$ cat src/rtl/lpg_pkg.sv
// shared constants, types and state encoding for the line point generator
package lpg_pkg;

  // integer coordinate width and fraction bits of the computed coordinate
  localparam int COORD_BITS = 6;
  localparam int FRAC_BITS  = 8;

  // width of one fixed-point output coordinate
  localparam int FIX_W = COORD_BITS + FRAC_BITS;

  // stream data widths, padded to whole bytes
  localparam int IN_DATA_W  = ((4 * COORD_BITS + 7) / 8) * 8;
  localparam int OUT_DATA_W = ((2 * FIX_W + 7) / 8) * 8;

  // signed accumulator width, with headroom for one step past either end
  localparam int ACC_W = FIX_W + 2;

  // one quotient bit per divider step
  localparam int DIV_STEPS = FIX_W;
  localparam int DIV_CNT_W = $clog2(DIV_STEPS);

  typedef enum logic [2:0] {
    ST_IDLE,
    ST_SETUP,
    ST_DIV,
    ST_FIX,
    ST_EMIT,
    ST_EMPTY
  } lpg_state_e;

  typedef struct packed {
    logic capture;
    logic setup;
    logic div_step;
    logic div_fix;
    logic emit_point;
    logic emit_empty;
  } lpg_cmd_t;

  typedef struct packed {
    logic empty;
    logic div_last;
    logic point_last;
    logic out_free;
  } lpg_status_t;

endpackage

$ cat src/rtl/lpg_ctrl.sv
// sequencing state machine: capture, slope division, point emission
module lpg_ctrl (
  input  logic                clk_i,
  input  logic                rst_ni,
  input  logic                in_valid_i,
  output logic                in_ready_o,
  input  lpg_pkg::lpg_status_t status_i,
  output lpg_pkg::lpg_cmd_t    cmd_o
);

  lpg_pkg::lpg_state_e state_q, state_d;

  always_ff @(posedge clk_i or negedge rst_ni) begin
    if (!rst_ni) begin
      state_q <= lpg_pkg::ST_IDLE;
    end else begin
      state_q <= state_d;
    end
  end

  // next state
  always_comb begin
    state_d = state_q;
    unique case (state_q)
      lpg_pkg::ST_IDLE: begin
        if (in_valid_i) state_d = lpg_pkg::ST_SETUP;
      end
      lpg_pkg::ST_SETUP: begin
        if (status_i.empty) state_d = lpg_pkg::ST_EMPTY;
        else                state_d = lpg_pkg::ST_DIV;
      end
      lpg_pkg::ST_DIV: begin
        if (status_i.div_last) state_d = lpg_pkg::ST_FIX;
      end
      lpg_pkg::ST_FIX: begin
        state_d = lpg_pkg::ST_EMIT;
      end
      lpg_pkg::ST_EMIT: begin
        if (status_i.out_free && status_i.point_last) state_d = lpg_pkg::ST_IDLE;
      end
      lpg_pkg::ST_EMPTY: begin
        if (status_i.out_free) state_d = lpg_pkg::ST_IDLE;
      end
      default: begin
        state_d = lpg_pkg::ST_IDLE;
      end
    endcase
  end

  // outputs
  always_comb begin
    cmd_o      = '0;
    in_ready_o = 1'b0;
    unique case (state_q)
      lpg_pkg::ST_IDLE: begin
        in_ready_o  = 1'b1;
        cmd_o.capture = in_valid_i;
      end
      lpg_pkg::ST_SETUP: begin
        cmd_o.setup = !status_i.empty;
      end
      lpg_pkg::ST_DIV: begin
        cmd_o.div_step = 1'b1;
      end
      lpg_pkg::ST_FIX: begin
        cmd_o.div_fix = 1'b1;
      end
      lpg_pkg::ST_EMIT: begin
        cmd_o.emit_point = status_i.out_free;
      end
      lpg_pkg::ST_EMPTY: begin
        cmd_o.emit_empty = status_i.out_free;
      end
      default: begin
        cmd_o = '0;
      end
    endcase
  end

endmodule

$ cat src/rtl/lpg_datapath.sv
// segment setup, serial slope divider, minor-axis stepper and output register
module lpg_datapath (
  input  logic                               clk_i,
  input  logic                               rst_ni,
  input  logic [lpg_pkg::IN_DATA_W-1:0]      in_data_i,
  input  lpg_pkg::lpg_cmd_t                  cmd_i,
  output lpg_pkg::lpg_status_t               status_o,
  output logic                               out_valid_o,
  input  logic                               out_ready_i,
  output logic [lpg_pkg::OUT_DATA_W-1:0]     out_data_o,
  output logic                               out_last_o,
  output logic                               out_empty_o
);

  localparam int C = lpg_pkg::COORD_BITS;
  localparam int F = lpg_pkg::FRAC_BITS;
  localparam int W = lpg_pkg::FIX_W;
  localparam int A = lpg_pkg::ACC_W;

  // endpoint decode
  logic [C-1:0] x1, y1, x2, y2;
  logic [C-1:0] adx, ady, d_c, lo_c, m0_c, mh_c, mabs_c, lastk_c;
  logic         x_major, mneg_c, empty_c, lo_first;

  assign x1 = in_data_i[C-1:0];
  assign y1 = in_data_i[2*C-1:C];
  assign x2 = in_data_i[3*C-1:2*C];
  assign y2 = in_data_i[4*C-1:3*C];

  always_comb begin
    adx     = (x1 > x2) ? (x1 - x2) : (x2 - x1);
    ady     = (y1 > y2) ? (y1 - y2) : (y2 - y1);
    x_major = adx > ady;
    if (x_major) begin
      lo_first = x1 < x2;
      d_c      = adx;
      lo_c     = lo_first ? x1 : x2;
      m0_c     = lo_first ? y1 : y2;
      mh_c     = lo_first ? y2 : y1;
    end else begin
      lo_first = y1 < y2;
      d_c      = ady;
      lo_c     = lo_first ? y1 : y2;
      m0_c     = lo_first ? x1 : x2;
      mh_c     = lo_first ? x2 : x1;
    end
    mneg_c  = mh_c < m0_c;
    mabs_c  = mneg_c ? (m0_c - mh_c) : (mh_c - m0_c);
    empty_c = !x_major && (ady == '0);
    // x-major includes the upper end, y-major stops one short of it
    lastk_c = x_major ? d_c : C'(d_c - 1'b1);
  end

  // segment registers
  logic         xmaj_q, mneg_q, empty_q;
  logic [C-1:0] d_q, lo_q, m0_q, mabs_q, lastk_q;

  // divider registers
  logic [C-1:0]                  rem_q;
  logic [W-1:0]                  quo_q;
  logic [lpg_pkg::DIV_CNT_W-1:0] cnt_q;

  // stepper registers: acc holds the rounded minor value, res the residue below 2d
  logic signed [A-1:0] acc_q, qs_q;
  logic [C:0]          res_q, rs_q;
  logic [C-1:0]        k_q, v_q;

  // output register
  logic         out_valid_q, out_last_q, out_empty_q;
  logic [W-1:0] px_q, py_q;

  // divider step
  logic [C:0]   trial;
  logic         ge;
  logic [C-1:0] rem_step;
  assign trial    = {rem_q, quo_q[W-1]};
  assign ge       = trial >= {1'b0, d_q};
  assign rem_step = ge ? C'(trial - {1'b0, d_q}) : trial[C-1:0];

  // signed step from the unsigned quotient, with residue kept in [0, 2d)
  logic signed [A-1:0] qu_s, qs_c;
  logic [C:0]          d2, rem2, rs_c;
  assign qu_s = $signed({2'b00, quo_q});
  assign d2   = {d_q, 1'b0};
  assign rem2 = {rem_q, 1'b0};

  always_comb begin
    if (!mneg_q) begin
      qs_c = qu_s;
      rs_c = rem2;
    end else if (rem_q == '0) begin
      qs_c = -qu_s;
      rs_c = '0;
    end else begin
      qs_c = -qu_s - A'(1);
      rs_c = d2 - rem2;
    end
  end

  // minor-axis advance
  logic [C+1:0]        rsum;
  logic                wrap;
  logic [C:0]          res_next;
  logic signed [A-1:0] acc_next;
  assign rsum     = {1'b0, res_q} + {1'b0, rs_q};
  assign wrap     = rsum >= {1'b0, d2};
  assign res_next = wrap ? (C+1)'(rsum - {1'b0, d2}) : rsum[C:0];
  assign acc_next = acc_q + qs_q + $signed({{(A-1){1'b0}}, wrap});

  // current point
  logic [W-1:0] major_fix, minor_fix;
  assign major_fix = W'(v_q) << F;
  assign minor_fix = acc_q[W-1:0];

  logic out_free;
  assign out_free = !out_valid_q || out_ready_i;

  always_ff @(posedge clk_i or negedge rst_ni) begin
    if (!rst_ni) begin
      out_valid_q <= 1'b0;
    end else if (cmd_i.emit_point || cmd_i.emit_empty) begin
      out_valid_q <= 1'b1;
    end else if (out_ready_i) begin
      out_valid_q <= 1'b0;
    end
  end

  always_ff @(posedge clk_i) begin
    if (cmd_i.capture) begin
      xmaj_q  <= x_major;
      mneg_q  <= mneg_c;
      empty_q <= empty_c;
      d_q     <= d_c;
      lo_q    <= lo_c;
      m0_q    <= m0_c;
      mabs_q  <= mabs_c;
      lastk_q <= lastk_c;
    end
    if (cmd_i.setup) begin
      quo_q <= W'(mabs_q) << F;
      rem_q <= '0;
      cnt_q <= '0;
      acc_q <= $signed(A'(m0_q) << F);
      res_q <= {1'b0, d_q};
      k_q   <= '0;
      v_q   <= lo_q;
    end
    if (cmd_i.div_step) begin
      rem_q <= rem_step;
      quo_q <= {quo_q[W-2:0], ge};
      cnt_q <= cnt_q + 1'b1;
    end
    if (cmd_i.div_fix) begin
      qs_q <= qs_c;
      rs_q <= rs_c;
    end
    if (cmd_i.emit_point) begin
      px_q        <= xmaj_q ? major_fix : minor_fix;
      py_q        <= xmaj_q ? minor_fix : major_fix;
      out_last_q  <= k_q == lastk_q;
      out_empty_q <= 1'b0;
      acc_q       <= acc_next;
      res_q       <= res_next;
      k_q         <= k_q + 1'b1;
      v_q         <= v_q + 1'b1;
    end
    if (cmd_i.emit_empty) begin
      px_q        <= '0;
      py_q        <= '0;
      out_last_q  <= 1'b1;
      out_empty_q <= 1'b1;
    end
  end

  assign status_o.empty      = empty_q;
  assign status_o.div_last   = cnt_q == lpg_pkg::DIV_CNT_W'(lpg_pkg::DIV_STEPS - 1);
  assign status_o.point_last = k_q == lastk_q;
  assign status_o.out_free   = out_free;

  assign out_valid_o = out_valid_q;
  assign out_data_o  = lpg_pkg::OUT_DATA_W'({py_q, px_q});
  assign out_last_o  = out_last_q;
  assign out_empty_o = out_empty_q;

endmodule

$ cat src/rtl/line_point_generator_top.sv
// top level of the line point generator: stream ports, controller and datapath
//
// Takes one segment word with two integer endpoints and streams out the points
// on it, one word per step of the major axis, starting at the lower end of that
// axis. When |dx| > |dy| x is the major axis and both ends are included;
// otherwise y is the major axis and the upper end is left out. The other
// coordinate is the exact line value rounded to the nearest 1/256 with ties
// going up, and vertical segments keep x at the endpoint value. A segment that
// gives no points (both endpoints equal) yields one word with tuser set, zero
// coordinates and tlast set. Sequence: a segment is taken when the block is
// idle; then a setup step, a serial slope divider that makes one quotient bit
// per cycle, one for each coordinate and fraction bit, a sign correction step,
// then one point per cycle while the output side takes them. An empty segment
// goes from setup straight to its marker word. After the divider the next
// point value comes from an add and a compare on the residue, never from
// another division. The output word sits in a register, so the next
// segment is accepted while the last point of the previous one still waits
// to be taken.
module line_point_generator_top (
  input  logic                              clk_i,
  input  logic                              rst_ni,
  // segment words
  input  logic                              s_axis_tvalid_i,
  output logic                              s_axis_tready_o,
  // from bit 0: first_x, first_y, second_x, second_y
  input  logic [lpg_pkg::IN_DATA_W-1:0]     s_axis_tdata_i,
  // point words
  output logic                              m_axis_tvalid_o,
  input  logic                              m_axis_tready_i,
  // from bit 0: point_x, point_y, zero padding
  output logic [lpg_pkg::OUT_DATA_W-1:0]    m_axis_tdata_o,
  // last_point: final word of this segment
  output logic                              m_axis_tlast_o,
  // from bit 0: empty_run
  output logic                              m_axis_tuser_o
);

  // command and status between controller and datapath
  lpg_pkg::lpg_cmd_t    cmd;
  lpg_pkg::lpg_status_t status;

  lpg_ctrl u_ctrl (
    .clk_i      (clk_i),
    .rst_ni     (rst_ni),
    .in_valid_i (s_axis_tvalid_i),
    .in_ready_o (s_axis_tready_o),
    .status_i   (status),
    .cmd_o      (cmd)
  );

  // setup, divider, stepper and the output register
  lpg_datapath u_datapath (
    .clk_i       (clk_i),
    .rst_ni      (rst_ni),
    .in_data_i   (s_axis_tdata_i),
    .cmd_i       (cmd),
    .status_o    (status),
    .out_valid_o (m_axis_tvalid_o),
    .out_ready_i (m_axis_tready_i),
    .out_data_o  (m_axis_tdata_o),
    .out_last_o  (m_axis_tlast_o),
    .out_empty_o (m_axis_tuser_o)
  );

endmodule

$ cat config.mk
export PLATFORM = sky130hd
export DESIGN_NAME = line_point_generator_top
export DESIGN_NICKNAME = d
export VERILOG_FILES = /design/src/rtl/lpg_pkg.sv /design/src/rtl/lpg_ctrl.sv /design/src/rtl/lpg_datapath.sv /design/src/rtl/line_point_generator_top.sv
export SDC_FILE = /design/constraint.sdc
export NUM_CORES = 1
export LEC_CHECK = 0
export BUFFER_PORTS_ARGS = -buffer_cell sky130_fd_sc_hd__buf_2
export CORE_MARGIN = 4
export CORE_UTILIZATION = 56
export CTS_CLUSTER_DIAMETER = 50
export CTS_CLUSTER_SIZE = 28
export DETAILED_ROUTE_END_ITERATION = 8
export PLACE_DENSITY = 0.77
export SYNTH_ARGS = -nofsm -noshare
export SYNTH_HDL_FRONTEND = slang
export SYNTH_SLANG_ARGS = --single-unit
$ cat constraint.sdc
create_clock -name clk_i -period 4.75 [get_ports clk_i]
set_input_delay 1.1875 -clock clk_i [delete_from_list [all_inputs] [get_ports clk_i]]
set_output_delay 1.1875 -clock clk_i [all_outputs]
set_load 0.02 [all_outputs]
==> results.txt <==
- The flow ran to the end, but the final reports show violations.
* Violations in the final reports: negative setup slack
- For this block, the via count after detailed routing is 8646.
- Most instantiated flip-flop cell in the synthesis netlist: edfxtp_1
* Path category of the worst min-delay check: reg2reg
- Dividing the final minimum period by the clock period gives 1.30.
* Least-Margin Pin Slew: 1.10 ns
- Fill cell instance count of the final layout: 1144
* Multi-input gate area: 5840 sq um
- Highest net fanout along the worst path: 6
- After detailed routing, the number of vias per cell comes to 5.66.
- The max-slew violation count came to 0.
- Headroom to the max-slew limit came out at 0.262.
- Total count of hold-check failures in the final report: 0
- The number of global-route vias before repair came to 8487.
- Pin count of the biggest net entering global routing: 61
- The first global-routing pass estimated 41900 um of wire.
- TritonCTS clock tree: done
* Weighted congestion reported at the end of routability-driven placement: 0.955
- STA puts the critical path data arrival time at 6.38 ns.
* Number of antenna violations at the first check in global routing: 0
- For this design the top-level I/O count stands at 64.
- Setup repair after global routing missed its margin: yes
- The setup check on the worst reg-to-reg path leaves a slack of 0.08 ns.
- For this run, the total global-route usage over all layers was measured as 0.264.
* Skew final: 0.00687 ns
* Core occupancy in the finished layout: 0.744
- Timing would allow up to 161 MHz.
- Clock-pin slew on the worst setup and hold paths: 0.06 ns
- The number of clock buffers added by TritonCTS is 17.
* Share of final-layout standard cells stronger than drive strength 1: 0.293
- Final number of setup-violating endpoints: 11
- The tool flagged a number of max-cap violations equal to 0.
- Of the synthesized area, sequential elements account for 0.404.
- Leakage power of the design: 5.68 nW
* Library cells used by synthesis: 75
- For this design the ratio of total power to cell area is 740 nW/um^2.
- Die boundary height: 141 um
* Number of nets at the end of the flow: 1410
* Die Footprint: 19900 sq um
- Synthesis-to-finish area growth: 29.8%
- Width of the chip: 141 um
- Total iterations of the first detailed-routing run: 5
- Slowest cell on crit path: or4b_1
- The repair_antennas step left the layout with diodes totalling 0.
- Cell types occupying the most area after synthesis: edfxtp_1 (33%), ha_1 (10%), dfxtp_1 (6.1%), nand2_1 (5.8%), o21ai_0 (3.7%)
* Startpoint type of the worst setup path: input port
- The core region is 17300 sq um.
* Critical path type: in2reg
- Post-detail-place hpwl: 18400 um
* Area post-placement: 11400 sq um
- Element type at the critical path end: register
- For this run, the slowest stage of the critical path takes 0.46 ns.
- Global routing finished with a remaining overflow of 0.
- In the synthesized netlist, the number of instances is 1066.
- Register cell area after layout: 4000 sq um
- The synthesized netlist occupies a cell area of 9910 sq um.
- Final setup slack of the worst path: -1.45 ns
- Starting utilization of the core area: 0.573
- Routed len/inst: 17.5 um
* Count of yosys warnings during synthesis: 0
- The synthesized design contains 110 enable-type register cells.
- After the first detailed-routing iteration, the DRC count stood at 709.
- Once layout is done, the placed cells without fillers occupy 12900 sq um.
- The count of nets left with antenna violations once routing finished came out at 0.
* Buffers on Ports: 59
* Drt total wl: 26800 um
- Deepest clock path buffer count: 2
* Residual DRC count: 0
- Clock Root Buffer: clkbuf_16
* Worst EP required: 4.93 ns
- After synthesis the netlist holds a flip-flop and latch count of 144.
* Minimum clock period after layout: 6.20 ns
- CTS H-tree depth: 4
- Largest vdd supply drop: 0.000461 V
* Proportion of netlist area held by the largest area contributor: 0.333
- Share of synthesized flip-flops with an asynchronous set or reset: 0.0278
- Of all cell types, the one taking the most synthesized area is edfxtp_1.
- Clk_lat worst skew: 0.43 ns
* TritonCTS Sinks: 144
* Row count: 48
* Post-Syn Area per Cell: 9.30 sq um
-- area by class of cell --
cell class,instances,area share
tap,225,0.0219
inverter,87,0.0273
sequential,144,0.311
clock inverter,10,0.00525
timing repair buffer,248,0.139
clock buffer,22,0.0410
multi-input combinational,792,0.454
-- metrics by stage --
step	total power [W]	instances	hold WS [ns]	setup TNS [ns]	worst slack, ns
after floorplan	0.00571	1069	0.491	-7.12	-1.70
after global placement	0.00704	1445	0.429	-9.56	-1.66
after detailed placement	0.00719	1445	0.436	-12.10	-1.85
after CTS	0.00904	1512	0.451	-4.74	-1.27
after global routing	0.0101	1528	0.467	-8.39	-1.62
final	0.00952	1528	0.444	-6.82	-1.45
-- Yosys cell counts, types with 9 or more instances --
library cell  count
ha_1             80
nor2_1           82
edfxtp_1        110
nor3_1           13
fa_1             12
mux2i_1          36
inv_1            86
a21o_1           12
nand3_1          20
dfxtp_1          30
nand2_1         152
nor2b_1          21
xor2_1           26
a21oi_1          58
a211oi_1         11
nand2b_1         11
xnor2_1          41
and2_1           12
clkbuf_1         32
o21ai_0          74
o22ai_1           9
o31ai_1          15
-- worst paths after layout --
path	start	to	cells after the start
setup reg to reg	u_datapath.rs_q[1]	u_datapath.acc_q[12]	20
hold reg to reg	u_datapath.py_q[13]	u_datapath.py_q[13]	2
min in group asynchronous	rst_ni	u_ctrl.state_q[2]	1
max in group asynchronous	rst_ni	u_datapath.out_valid_o	1
hold / removal	u_datapath.py_q[13]	u_datapath.py_q[13]	2
setup / recovery	s_axis_tdata_i[6]	u_datapath.mabs_q[5]	29
-- critical path: cells and delay by family --
family / cells / cell delay (ns)
AND/OR/NAND/NOR: 4 / 1.01
XOR/XNOR: 1 / 0.26
multiplexers: 2 / 0.52
AO/OA/AOI/OAI: 12 / 1.64
adder cells (fa/ha/maj): 5 / 1.36
buffers and inverters: 5 / 0.37
-- cell families after synthesis --
group | Yosys count | synth area share
flip-flops | 144 | 0.404
adder cells (fa/ha/maj) | 92 | 0.125
buffers and inverters | 133 | 0.0541
XOR/XNOR | 67 | 0.0592
AND/OR/NAND/NOR | 348 | 0.161
AO/OA/AOI/OAI | 238 | 0.152
other | 1 | 0.000378
multiplexers | 43 | 0.0443
-- metal layers --
metal / global-route usage / wire, um / vias to the layer above
met1: 0.338 / 11000 / 4047
met4: 0.102 / 862 / 0
met2: 0.442 / 12900 / 347
met5: 0 / 0 / -
met3: 0.0546 / 2010 / 70
li1: - / - / 4182
-- power breakdown --
part           leakage (nW)  internal (W)  switching (W)
logic                  4.05       0.00263        0.00301
registers              1.33       0.00213       0.000439
clock network         0.294      0.000789       0.000531
total                  5.68       0.00555        0.00398
-- cell usage in the layout, fill, tap and decap left out, drive strengths merged, types with 14 or more instances in the layout --
master,instances
edfxtp,110
nand2,153
xnor2,41
mux2i,36
buf,247
o31ai,15
o21ai,77
xor2,26
ha,80
inv,90
clkbuf,22
nor3,14
dfxtp,30
nor2,82
nor2b,21
nand3,20
a21oi,59
-- state kept, by name, summed over array words and instances, names as in the netlist, 7 cells and up --
signal and flops:
u_datapath.qs_q 14, u_datapath.acc_q 14, u_datapath.res_q 7, u_datapath.py_q 14, u_datapath.quo_q 14, u_datapath.px_q 14
-- what timing repair did --
action | in CTS | in global routing
resized for setup | 58 | 44
setup endpoints to repair | 15 | 21
hold endpoints to repair | 0 | 0
setup buffers | 45 | 21
pin swaps | 27 | 33
gates cloned | 1 | 0
hold buffers | 0 | 0
No activity file was read; power rests on OpenSTA's default activity.
